==> src/rtl/totp_pkg.sv <==
package totp_pkg;

  localparam int KEY_WORDS = 5;
  localparam int MAX_KEY_BYTES = 40;
  localparam int MAX_WINDOW = 15;
  localparam logic [5:0] MAX_KEY_LEN = 6'(MAX_KEY_BYTES);
  localparam logic [3:0] MAX_WIN = 4'(MAX_WINDOW);

  localparam logic [2:0] CFG_KEY_LENGTH = 3'd5;
  localparam logic [2:0] CFG_DIGIT_COUNT = 3'd6;
  localparam logic [2:0] CFG_SKEW_WINDOW = 3'd7;

  localparam logic OP_GENERATE = 1'b0;
  localparam logic OP_VERIFY = 1'b1;

  localparam logic [31:0] DIV_MAGIC_HI = 32'h88888888;
  localparam logic [31:0] DIV_MAGIC_LO = 32'h88888889;

  typedef struct packed {
    logic        opcode;
    logic [63:0] unix_time;
    logic [29:0] candidate_code;
  } totp_in_t;

  typedef struct packed {
    logic [29:0] code;
    logic        valid_res;
  } totp_out_t;

  typedef enum logic [3:0] {
    ST_IDLE,
    ST_DIV,
    ST_LOAD,
    ST_HASH,
    ST_NEXTBLK,
    ST_TRUNC,
    ST_MOD,
    ST_CHECK,
    ST_OUT
  } totp_state_t;

  function automatic logic [31:0] rotl(input logic [31:0] x, input int n);
    rotl = (x << n) | (x >> (32 - n));
  endfunction

  function automatic logic [29:0] pow_ten(input logic [3:0] d);
    case (d)
      4'd6: pow_ten = 30'd1000000;
      4'd7: pow_ten = 30'd10000000;
      4'd8: pow_ten = 30'd100000000;
      default: pow_ten = 30'd1000000000;
    endcase
  endfunction

endpackage

==> src/rtl/totp_generate_verify.sv <==
// TOTP generator/verifier (HMAC-SHA1, 30 s step). Items enter a two-deep queue; the
// back end handles one at a time: it forms the step by reciprocal multiply, then
// per hashed step runs four SHA-1 compressions (load, 80 rounds, feed-forward,
// handoff) and a modular reduction. Generate hashes one step; verify hashes the
// current step and then steps from step-window upward, stopping one step after the
// first match, at most 2*window+2 steps. A waiting result holds the back end.
module totp_generate_verify
  import totp_pkg::*;
(
  input  logic        clk,
  input  logic        rst,
  input  logic        cfg_we,
  input  logic [2:0]  cfg_index,
  input  logic [63:0] cfg_data,
  input  logic        in_valid,
  output logic        in_stall,
  input  totp_in_t    in_data,
  output logic        out_valid,
  input  logic        out_stall,
  output totp_out_t   out_data
);

  logic [63:0] key_word [KEY_WORDS];
  logic [5:0]  key_length;
  logic [3:0]  digit_count;
  logic [3:0]  skew_window;
  logic        q_valid, q_pop;
  totp_in_t    q_data;
  logic [5:0]  key_len_sat;

  always_ff @(posedge clk) begin
    if (rst) begin
      for (int i = 0; i < KEY_WORDS; i++) key_word[i] <= 64'd0;
      key_length <= 6'd20;
      digit_count <= 4'd6;
      skew_window <= 4'd1;
    end else if (cfg_we) begin
      case (cfg_index)
        CFG_KEY_LENGTH: key_length <= cfg_data[5:0];
        CFG_DIGIT_COUNT: digit_count <= cfg_data[3:0];
        CFG_SKEW_WINDOW: skew_window <= cfg_data[3:0];
        default: key_word[cfg_index] <= cfg_data;
      endcase
    end
  end

  assign key_len_sat = (key_length > MAX_KEY_LEN) ? MAX_KEY_LEN : key_length;

  totp_queue u_queue (
    .clk(clk), .rst(rst), .in_valid(in_valid), .in_stall(in_stall),
    .in_data(in_data), .q_valid(q_valid), .q_pop(q_pop), .q_data(q_data)
  );

  totp_engine u_engine (
    .clk(clk), .rst(rst),
    .key_bits({key_word[0], key_word[1], key_word[2], key_word[3], key_word[4]}),
    .key_len(key_len_sat), .digits(digit_count), .window(skew_window),
    .q_valid(q_valid), .q_pop(q_pop), .q_data(q_data),
    .out_valid(out_valid), .out_stall(out_stall), .out_data(out_data)
  );

endmodule

==> src/rtl/totp_queue.sv <==
module totp_queue
  import totp_pkg::*;
(
  input  logic     clk,
  input  logic     rst,
  input  logic     in_valid,
  output logic     in_stall,
  input  totp_in_t in_data,
  output logic     q_valid,
  input  logic     q_pop,
  output totp_in_t q_data
);

  totp_in_t   mem [2];
  logic       wr_ptr;
  logic       rd_ptr;
  logic [1:0] count;
  logic       push;
  logic       pop;

  assign in_stall = (count == 2'd2);
  assign push = in_valid && !in_stall;
  assign q_valid = (count != 2'd0);
  assign pop = q_pop && q_valid;
  assign q_data = mem[rd_ptr];

  always_ff @(posedge clk) begin
    if (push) begin
      mem[wr_ptr] <= in_data;
    end
    if (rst) begin
      wr_ptr <= 1'b0;
      rd_ptr <= 1'b0;
      count <= 2'd0;
    end else begin
      if (push) wr_ptr <= ~wr_ptr;
      if (pop) rd_ptr <= ~rd_ptr;
      count <= count + 2'(push) - 2'(pop);
    end
  end

endmodule

==> src/rtl/totp_sha1.sv <==
module totp_sha1
  import totp_pkg::*;
(
  input  logic         clk,
  input  logic         rst,
  input  logic         start,
  input  logic         init,
  input  logic [511:0] block,
  output logic         done,
  output logic [159:0] digest
);

  logic [31:0] w [16];
  logic [31:0] a, b, c, d, e;
  logic [31:0] h [5];
  logic [6:0]  round;
  logic        busy;
  logic [31:0] f, k, tmp, wn, wt;

  always_comb begin
    if (round < 7'd20) begin
      f = (b & c) | (~b & d);
      k = 32'h5A827999;
    end else if (round < 7'd40) begin
      f = b ^ c ^ d;
      k = 32'h6ED9EBA1;
    end else if (round < 7'd60) begin
      f = (b & c) | (b & d) | (c & d);
      k = 32'h8F1BBCDC;
    end else begin
      f = b ^ c ^ d;
      k = 32'hCA62C1D6;
    end
    wt = w[0];
    tmp = rotl(a, 5) + f + e + k + wt;
    wn = rotl(w[13] ^ w[8] ^ w[2] ^ w[0], 1);
  end

  assign digest = {h[0], h[1], h[2], h[3], h[4]};

  always_ff @(posedge clk) begin
    done <= 1'b0;
    if (rst) begin
      busy <= 1'b0;
      round <= 7'd0;
    end else if (start) begin
      busy <= 1'b1;
      round <= 7'd0;
      for (int i = 0; i < 16; i++) begin
        w[i] <= block[511 - 32*i -: 32];
      end
      if (init) begin
        h[0] <= 32'h67452301; h[1] <= 32'hEFCDAB89; h[2] <= 32'h98BADCFE;
        h[3] <= 32'h10325476; h[4] <= 32'hC3D2E1F0;
        a <= 32'h67452301; b <= 32'hEFCDAB89; c <= 32'h98BADCFE;
        d <= 32'h10325476; e <= 32'hC3D2E1F0;
      end else begin
        a <= h[0]; b <= h[1]; c <= h[2]; d <= h[3]; e <= h[4];
      end
    end else if (busy) begin
      if (round == 7'd80) begin
        h[0] <= h[0] + a; h[1] <= h[1] + b; h[2] <= h[2] + c;
        h[3] <= h[3] + d; h[4] <= h[4] + e;
        busy <= 1'b0;
        done <= 1'b1;
      end else begin
        for (int i = 0; i < 15; i++) begin
          w[i] <= w[i + 1];
        end
        w[15] <= wn;
        e <= d; d <= c; c <= rotl(b, 30); b <= a; a <= tmp;
        round <= round + 7'd1;
      end
    end
  end

endmodule

==> src/rtl/totp_engine.sv <==
module totp_engine
  import totp_pkg::*;
(
  input  logic            clk,
  input  logic            rst,
  input  logic [319:0]    key_bits,
  input  logic [5:0]      key_len,
  input  logic [3:0]      digits,
  input  logic [3:0]      window,
  input  logic            q_valid,
  output logic            q_pop,
  input  totp_in_t        q_data,
  output logic            out_valid,
  input  logic            out_stall,
  output totp_out_t       out_data
);

  totp_state_t state, state_next;
  logic [63:0]  quot;
  logic [65:0]  acc;
  logic [31:0]  mul_a;
  logic [31:0]  mul_b;
  logic [63:0]  prod;
  logic [2:0]   bitcnt;
  logic [63:0]  step;
  logic [63:0]  cur_step;
  logic [4:0]   idx;
  logic [4:0]   last_idx;
  logic         verify;
  logic [29:0]  cand;
  logic [29:0]  modulus;
  logic [1:0]   blk;
  logic [159:0] inner;
  logic [511:0] kpad;
  logic [511:0] blk_data;
  logic         sha_start, sha_init, sha_done;
  logic [159:0] digest;
  logic [31:0]  bin;
  logic [61:0]  mrem;
  logic [5:0]   mcnt;
  logic [29:0]  cur_code;
  logic         match;
  totp_out_t    res;
  logic         out_full;
  logic [3:0]   off;
  logic [7:0]   mb [20];
  logic [63:0]  win64;
  logic         res_valid;

  always_comb begin
    for (int i = 0; i < 64; i++) begin
      if (i < 40 && 6'(i) < key_len) kpad[511 - 8*i -: 8] = key_bits[319 - 8*i -: 8];
      else kpad[511 - 8*i -: 8] = 8'h00;
    end
    case (blk)
      2'd0: blk_data = kpad ^ {64{8'h36}};
      2'd1: blk_data = {step, 8'h80, 376'd0, 64'd576};
      2'd2: blk_data = kpad ^ {64{8'h5C}};
      default: blk_data = {inner, 8'h80, 280'd0, 64'd672};
    endcase
    for (int i = 0; i < 20; i++) mb[i] = digest[159 - 8*i -: 8];
    off = mb[19][3:0];
    bin = {1'b0, mb[off][6:0], mb[5'(off) + 5'd1], mb[5'(off) + 5'd2], mb[5'(off) + 5'd3]};
    win64 = {60'd0, window};
    mul_a = bitcnt[1] ? quot[63:32] : quot[31:0];
    mul_b = bitcnt[0] ? DIV_MAGIC_HI : DIV_MAGIC_LO;
    prod = mul_a * mul_b;
  end

  always_ff @(posedge clk) begin
    if (rst) state <= ST_IDLE;
    else state <= state_next;
  end

  always_comb begin
    state_next = state;
    q_pop = 1'b0;
    sha_start = 1'b0;
    sha_init = 1'b0;
    case (state)
      ST_IDLE: if (q_valid) state_next = ST_DIV;
      ST_DIV: if (bitcnt == 3'd4) state_next = ST_LOAD;
      ST_LOAD: begin
        sha_start = 1'b1;
        sha_init = (blk == 2'd0) || (blk == 2'd2);
        state_next = ST_HASH;
      end
      ST_HASH: if (sha_done) state_next = (blk == 2'd3) ? ST_TRUNC : ST_NEXTBLK;
      ST_NEXTBLK: state_next = ST_LOAD;
      ST_TRUNC: state_next = ST_MOD;
      ST_MOD: if (mcnt == 6'd32) state_next = ST_CHECK;
      ST_CHECK: begin
        if (!verify || idx == last_idx || match) state_next = ST_OUT;
        else state_next = ST_LOAD;
      end
      ST_OUT: if (!out_full) begin
        q_pop = 1'b1;
        state_next = ST_IDLE;
      end
      default: state_next = ST_IDLE;
    endcase
  end

  always_ff @(posedge clk) begin
    case (state)
      ST_IDLE: begin
        quot <= q_data.unix_time;
        acc <= 66'd0;
        bitcnt <= 3'd0;
        verify <= (q_data.opcode == OP_VERIFY);
        cand <= q_data.candidate_code;
        modulus <= pow_ten((digits < 4'd6) ? 4'd6 : (digits > 4'd9) ? 4'd9 : digits);
        last_idx <= 5'({(window > MAX_WIN ? MAX_WIN : window), 1'b0}) + 5'd1;
        idx <= 5'd0;
        match <= 1'b0;
        blk <= 2'd0;
      end
      ST_DIV: begin
        case (bitcnt)
          3'd0: acc <= {2'b00, prod};
          3'd1, 3'd3: acc <= {32'd0, acc[65:32]} + {2'b00, prod};
          3'd2: acc <= acc + {2'b00, prod};
          default: begin
            cur_step <= {4'd0, acc[63:4]};
            step <= {4'd0, acc[63:4]};
          end
        endcase
        if (bitcnt != 3'd4) bitcnt <= bitcnt + 3'd1;
      end
      ST_NEXTBLK: begin
        if (blk == 2'd1) inner <= digest;
        blk <= blk + 2'd1;
      end
      ST_TRUNC: begin
        mrem <= {30'd0, bin};
        mcnt <= 6'd0;
      end
      ST_MOD: begin
        if (mcnt != 6'd32) begin
          if (mrem[61:31] >= {1'b0, modulus})
            mrem <= {mrem[61:31] - {1'b0, modulus}, mrem[30:0]} << 1;
          else mrem <= mrem << 1;
          mcnt <= mcnt + 6'd1;
        end
      end
      ST_CHECK: begin
        if (idx == 5'd0) cur_code <= mrem[61:32];
        else if (mrem[61:32] == cand) match <= 1'b1;
        idx <= idx + 5'd1;
        blk <= 2'd0;
        step <= cur_step - (win64 > 64'(MAX_WINDOW) ? 64'(MAX_WINDOW) : win64)
                + 64'(idx);
      end
      default: ;
    endcase
  end

  totp_sha1 u_sha1 (
    .clk(clk), .rst(rst), .start(sha_start), .init(sha_init),
    .block(blk_data), .done(sha_done), .digest(digest)
  );

  assign res.code = cur_code;
  assign res.valid_res = match;
  assign out_full = out_valid && out_stall;
  assign out_valid = res_valid;

  always_ff @(posedge clk) begin
    if (rst) res_valid <= 1'b0;
    else if (state == ST_OUT && !out_full) res_valid <= 1'b1;
    else if (!out_stall) res_valid <= 1'b0;
    if (state == ST_OUT && !out_full) out_data <= res;
  end

endmodule

==> config.mk <==
export PLATFORM = sky130hd
export DESIGN_NAME = totp_generate_verify
export DESIGN_NICKNAME = d
export VERILOG_FILES = /design/src/rtl/totp_pkg.sv /design/src/rtl/totp_generate_verify.sv /design/src/rtl/totp_queue.sv /design/src/rtl/totp_sha1.sv /design/src/rtl/totp_engine.sv
export SDC_FILE = /design/constraint.sdc
export NUM_CORES = 2
export LEC_CHECK = 0
export ABC_AREA = 1
export ABC_CLOCK_PERIOD_IN_PS = 21200
export BUFFER_PORTS_ARGS = -buffer_cell sky130_fd_sc_hd__buf_2
export CAP_MARGIN = 30
export CORE_AREA = 2 2 569 571
export CTS_CLUSTER_DIAMETER = 150
export DETAILED_ROUTE_END_ITERATION = 6
export DIE_AREA = 0 0 571 573
export SLEW_MARGIN = 30
export SYNTH_ARGS = -nofsm -noshare
export SYNTH_HDL_FRONTEND = slang
export SYNTH_HIERARCHICAL = 1
export SYNTH_SLANG_ARGS = --single-unit
==> constraint.sdc <==
create_clock -name clk -period 21.2 [get_ports clk]
set_input_delay 4.24 -clock clk [delete_from_list [all_inputs] [get_ports clk]]
set_output_delay 4.24 -clock clk [all_outputs]
set_load 0.02 [all_outputs]
# ---- Word level (Yosys, flattened, before mapping)
# Memory sizes are Yosys's and may differ from the RTL's. A register that Yosys moved wholly into a read port is not among the register bits.
# Index checks and enable logic that the tools add are counted.
dict set report word_totals {
  register_bits 717
  latchBits 0
  ramBits 1182
  mem_bits_ro 0
  in_bits 167
  memories 4
}
dict set report classes {
  add_sub_neg 25
  n_mul 1
  div 0
  order_cmp 53
  eq_ne 41
  shift 0
  n_mux 167
  bitwise 48
  reduce_logical 41
}
# name depth word_bits rd rd_ports_with_merged_regs write_ports line
set memory_table {}
lappend memory_table {u_engine.u_sha1.w 16 32 16 0 16 totp_sha1.sv:13} ;# logic [31:0] w [16];
lappend memory_table {key_word 5 64 5 0 5 totp_generate_verify.sv:23} ;# logic [63:0] key_word [KEY_WORDS];
lappend memory_table {u_queue.mem 2 95 1 1 1 totp_queue.sv:14} ;# totp_in_t mem [2];
lappend memory_table {u_engine.u_sha1.h 5 32 5 0 5 totp_sha1.sv:15} ;# logic [31:0] h [5];
# op n
set ops {}
lappend ops {{$pmux W512 S3} 1}
lappend ops {{$mux W32} 47}
lappend ops {{$not A256 Y256} 2}
lappend ops {{$mux W8} 46}
lappend ops {{$add A32 B32 Y32} 9}
lappend ops {{$pmux W66 S3} 1}
lappend ops {{$bmux W8 S5} 4}
lappend ops {{$xor A32 B32 Y32} 5}
lappend ops {{$pmux W66 S2} 1}
lappend ops {{$and A32 B32 Y32} 4}
lappend ops {{$mux W64} 2}
lappend ops {{$pmux W64 S2} 1}
lappend ops {{$mux W62} 2}
lappend ops {{$pmux W62 S2} 1}
lappend ops {{$lt A5 B6 Y1 const A} 16}
lappend ops {{$or A32 B32 Y32} 3}
lappend ops {{$pmux W30 S3} 1}
lappend ops {{$add A66 B64 Y66} 1}
lappend ops {{$add A34 B64 Y65} 1}
lappend ops {{$add A64 B5 Y64} 1}
lappend ops {{$mul A32 B32 Y64} 1}
lappend ops {{$reduce_or A64 Y1} 1}
lappend ops {{$sub A60 B64 Y64} 1}
lappend ops {{$lt A4 B6 Y1 const A} 8}
lappend ops {{other kinds (74)} 216}

# ---- Longest topological paths before layout
dict set report depth {
  word_depth 13
  mapped_depth 47
  depth_no_buf 46
}

# ---- By module
# The synthesis kept the hierarchy.
# mod instances cells_per_inst area_per_inst_um2
set by_module_without_submodules {}
lappend by_module_without_submodules {totp_engine 1 7916 57881.8}
lappend by_module_without_submodules {totp_sha1 1 5071 50727.4}
lappend by_module_without_submodules {totp_generate_verify 1 851 11989.0}
lappend by_module_without_submodules {totp_queue 1 334 7313.3}

# ---- Worst setup path before layout
# No wires, ideal clock.
dict set report synth_path {
  path_kind {in2reg}
  start {in rst}
  end {mem u_engine.u_sha1.w[0][0] (enable)}
  setup_time_ns 0.904
  arrival_ns 15.833
  slack_ns 4.463
  path_stages 7
  path_buffers 2
  cell_sequence {nor2_4 -> inv_2 -> nor2_2 -> nand2_4 -> buf_6 -> buf_6 -> nand2_1}
}
# element line
set synth_rtl {}
lappend synth_rtl {{start, declared} totp_generate_verify.sv:11} ;# input logic rst,
lappend synth_rtl {{end, declared} totp_sha1.sv:13}

# ---- Worst setup path after layout
dict set report layout_path {
  start {reg u_engine.bitcnt[1]}
  end {reg u_engine.acc[62] (data pin)}
}
dict set report layout_between {
  elab_chain_len 5
}
# element line
set layout_rtl {}
lappend layout_rtl {{start, declared} totp_engine.sv:24} ;# logic [2:0] bitcnt;
lappend layout_rtl {{start signal, assigned} totp_engine.sv:128} ;# if (bitcnt != 3'd4) bitcnt <= bitcnt + 3'd1;
lappend layout_rtl {{$mux W32} totp_engine.sv:65} ;# mul_a = bitcnt[1] ? quot[63:32] : quot[31:0];
lappend layout_rtl {{$mul A32 B32 Y64} totp_engine.sv:67} ;# prod = mul_a * mul_b;
lappend layout_rtl {{$add A66 B64 Y66 or $add A34 B64 Y65 (tied branches)} {totp_engine.sv:122, totp_engine.sv:121}}
lappend layout_rtl {{$pmux W66 S3 (*)} totp_engine.sv:119} ;# case (bitcnt)
lappend layout_rtl {{$pmux W66 S2 (*)} totp_engine.sv:105} ;# case (state)
lappend layout_rtl {{end signal, assigned} totp_engine.sv:120} ;# 3'd0: acc <= {2'b00, prod};
lappend layout_rtl {{end signal, assigned} totp_engine.sv:121} ;# 3'd1, 3'd3: acc <= {32'd0, acc[65:32]} + {2'b00, prod};
lappend layout_rtl {{end signal, assigned} totp_engine.sv:122} ;# 3'd2: acc <= acc + {2'b00, prod};
lappend layout_rtl {{end, declared} totp_engine.sv:20} ;# logic [65:0] acc;
# Mark *: on every way between the ends. The rest lies on a longest branch, timed or not.
# A chain may end at the register's enable or synchronous reset.

==> results.py <==
metrics = {
    "min_path": {
        "hold_class": "reg2reg",
        "holdPathStages": 2,
        "hp-start": "u_engine/u_sha1/w[1][195]$_DFFE_PP_",
        "min_to": "u_engine/u_sha1/w[1][163]$_DFFE_PP_",
    },
    "finish": {
        "fin_nets": 15500,
        "final_layout_size_suffix_gt1_share_pct": 7.48,
        "num-fill-cells": 31300,
        "areaGrowthSynthToFinish_pct": 10.5,
    },
    "route": {
        "viasPerCell": 5.65,
        "drc": 0,
        "drt-initial-drc-count": 14700,
        "routed_wl_um": 523000,
        "wl_per_cell_um": 27.8,
        "dr_total_vias": 106000,
        "postRouteAntennaNets": 0,
        "first_pass_iters": 7,
    },
    "clocking": {
        "hold_buffers": 0,
        "postCtsSetupRepairBufs": 0,
        "cts_buffers": 223,
        "cts_tree": "done",
        "root_buffer": "clkbuf_16",
        "clk_latency_ns": 0.98,
        "path_clk_slew_ns": 0.06,
        "cts_max_level": 4,
        "cts.path.max_buffers": 4,
        "cts_resized": 0,
        "cts.sinks": 1972,
    },
    "sta": {
        "max_freq_ghz": 0.0952,
        "rsz0062_at_grt": "no",
        "final-setup-viol-count": 0,
        "tightestPinTransition_ns": 1.17,
        "finalSetupTns_ns": 0,
        "hold_viol": 0,
        "period_minus_slack_ns": 10.50,
        "finalClockSkew_ns": 0.160,
        "drv_slew": 0,
        "relSlewSlack_pct": 21.5,
        "period_share_pct": 49.5,
    },
    "floorplan": {
        "initial_core_util_pct": 39.9,
        "core_area_mm2": 0.320,
        "rows": 208,
        "die_h_um": 573,
        "die_w_um": 571,
        "dieArea_mm2": 0.327,
        "io_pins": 200,
    },
    "logic_synthesis": {
        "ys_warn_count": 6,
        "synth_edf_count": 1939,
        "synth_top_area_share_pct": 45.5,
        "synthArstFlopShare_pct": 0,
        "avgSynthCellArea_um2": 9.03,
        "synth_area_leaders": "edfxtp_1, nand2_1, ha_1",
        "ys_seq_area_share_pct": 46.0,
        "yosysTopAreaCell": "edfxtp_1",
        "ys_ff_latch": 1972,
        "synth.most_common_cell": "nand2_1",
        "synthAdderAreaFrac_pct": 11.2,
        "synthTopCellsByCount": "nand2_1, edfxtp_1, inv_1",
        "netlist_area_mm2": 0.128,
        "synth_compound_area_share_pct": 10.3,
        "synth.distinct_cells": 81,
        "synth_xor_area_share_pct": 1.92,
        "synthMuxAreaShare_pct": 4.38,
        "synth_top_family_by_area": "simple AND/OR/NAND/NOR gates",
        "postSynthCellCount": 14200,
        "synthSimpleGateAreaFrac_pct": 19.2,
        "synthFlopType": "edfxtp_1",
    },
    "setup_path": {
        "r2r_end": "u_engine/acc[62]$_SDFFCE_PN0P_",
        "worstPathRequired_ns": 21.74,
        "worstPathArrival_ns": 11.04,
        "crit_path_end_kind": "flop",
        "critPathMaxStageDelay_ns": 0.69,
        "start_kind": "flop",
        "crit_type": "reg2reg",
        "worstReg2RegStart": "u_engine/bitcnt[1]$_SDFFCE_PN0P_",
        "r2r_cells": 41,
        "crit_slowest_cell": "nor3_1",
        "cpMostUsedCell": "inv_1",
        "crit_path_max_fanout": 35,
        "reg2reg_slack_ns": 10.70,
    },
    "place": {
        "dp_hpwl_um": 403000,
        "gp_congestion": 1.01,
        "port_buffers": 199,
    },
    "global_routing": {
        "antenna_found_initial": 68,
        "grt_util_met3_pct": 5.58,
        "use_met2_pct": 45.7,
        "grt_max_degree": 168,
        "use_met1_pct": 44.7,
        "grt_usage_pct": 31.1,
        "overflow": 0,
        "grt_pass1_vias": 98200,
        "grt_pass1_wl_um": 729000,
        "busiest_layer": "met2",
    },
    "run_status": {
        "status": "complete, no violations",
    },
    "flow_run": {
        "drv_cap": 0,
    },
}
routing by layer:
| metal | vias to the layer above | routed length [um] |
|---|---|---|
| met5 | - | 104 |
| met4 | 14 | 26400 |
| met3 | 896 | 51900 |
| met2 | 5562 | 221000 |
| met1 | 51800 | 224000 |
| li1 | 48200 | - |
sequential cells by signal, indices dropped and copies added, names as in the netlist, 10 cells and up, named ones only:
register	cells
key_word	320
u_engine/acc	66
u_engine/cand	30
u_engine/cur_code	30
u_engine/cur_step	60
u_engine/inner	160
u_engine/modulus	10
u_engine/mrem	62
u_engine/out_data	31
u_engine/quot	64
u_engine/step	62
u_engine/u_sha1/a	32
u_engine/u_sha1/b	32
u_engine/u_sha1/c	32
u_engine/u_sha1/d	32
u_engine/u_sha1/e	32
u_engine/u_sha1/h	160
u_engine/u_sha1/w	512
u_queue/mem	190
through the flow:
stage                     cells  utilization [%]  hold WS (ns)  worst slack (ns)  cell area [um^2]
after global routing      18800             44.1         0.401             10.11            141000
after floorplan           14200                -         0.400              4.46            128000
after global placement    18400             41.7         0.404             10.86            134000
final                     18800             44.1         0.396             10.70            141000
after detailed placement  18400             41.7         0.406             10.91            134000
after CTS                 18800             44.1         0.383             10.84            141000
final cells by class:
type / count / area [um^2] / area share (%)
tap: 4305 / 5390 / 3.81
multi-input combinational: 10000 / 60700 / 42.9
clock buffer: 256 / 5750 / 4.07
timing repair buffer: 323 / 2030 / 1.44
inverter: 1810 / 6810 / 4.82
clock inverter: 149 / 1730 / 1.22
sequential: 1972 / 58900 / 41.7
antenna: 20 / 50.0 / 0.0354
cells by family after synthesis:
group,after synthesis
compound gates,2306
xor+xnor,269
fa+ha+maj,969
buf+inv,2234
flops,1972
mux,489
other cells,1
simple gates,5932
critical path, delay by kind of cell (launching register included):
family          cells  cell delay (ns)
fa+ha+maj           9             4.33
simple gates       15             2.92
buf+inv            11             1.43
compound gates      6             1.12
flops               1             0.32
placed cells by master, fill, tap and decap left out, types with 62 or more instances in the layout:
cell,instances
o21ai_0,743
buf_2,199
clkinv_1,62
nand2_1,3315
a31oi_1,78
or2_2,90
xor2_1,99
nor3_1,85
mux2i_1,74
a21o_1,70
nand3_1,715
o211ai_1,77
o21bai_1,76
mux2_2,98
inv_1,1768
buf_4,114
a21oi_1,939
fa_1,288
nor2_1,1400
xnor2_1,156
clkbuf_16,225
nand4_1,113
edfxtp_1,1939
mux2_1,267
ha_1,676
worst max-delay path by stage:
stage                                startpoint  slack (ns)                                 to
2_1_floorplan                               rst        4.46  u_engine/u_sha1/w[0][0]$_DFFE_PP_
3_3_place_gp   u_engine/bitcnt[1]$_SDFFCE_PN0P_       10.86     u_engine/acc[62]$_SDFFCE_PN0P_
3_5_place_dp   u_engine/bitcnt[1]$_SDFFCE_PN0P_       10.91     u_engine/acc[59]$_SDFFCE_PN0P_
4_1_cts        u_engine/bitcnt[1]$_SDFFCE_PN0P_       10.84     u_engine/acc[62]$_SDFFCE_PN0P_
5_1_grt        u_engine/bitcnt[1]$_SDFFCE_PN0P_       10.11     u_engine/acc[62]$_SDFFCE_PN0P_
6_report       u_engine/bitcnt[1]$_SDFFCE_PN0P_       10.70     u_engine/acc[62]$_SDFFCE_PN0P_
Power is left out: the tool's default activity adds up to more than one toggle a clock period on the data nets, which glitch-free logic cannot reach.
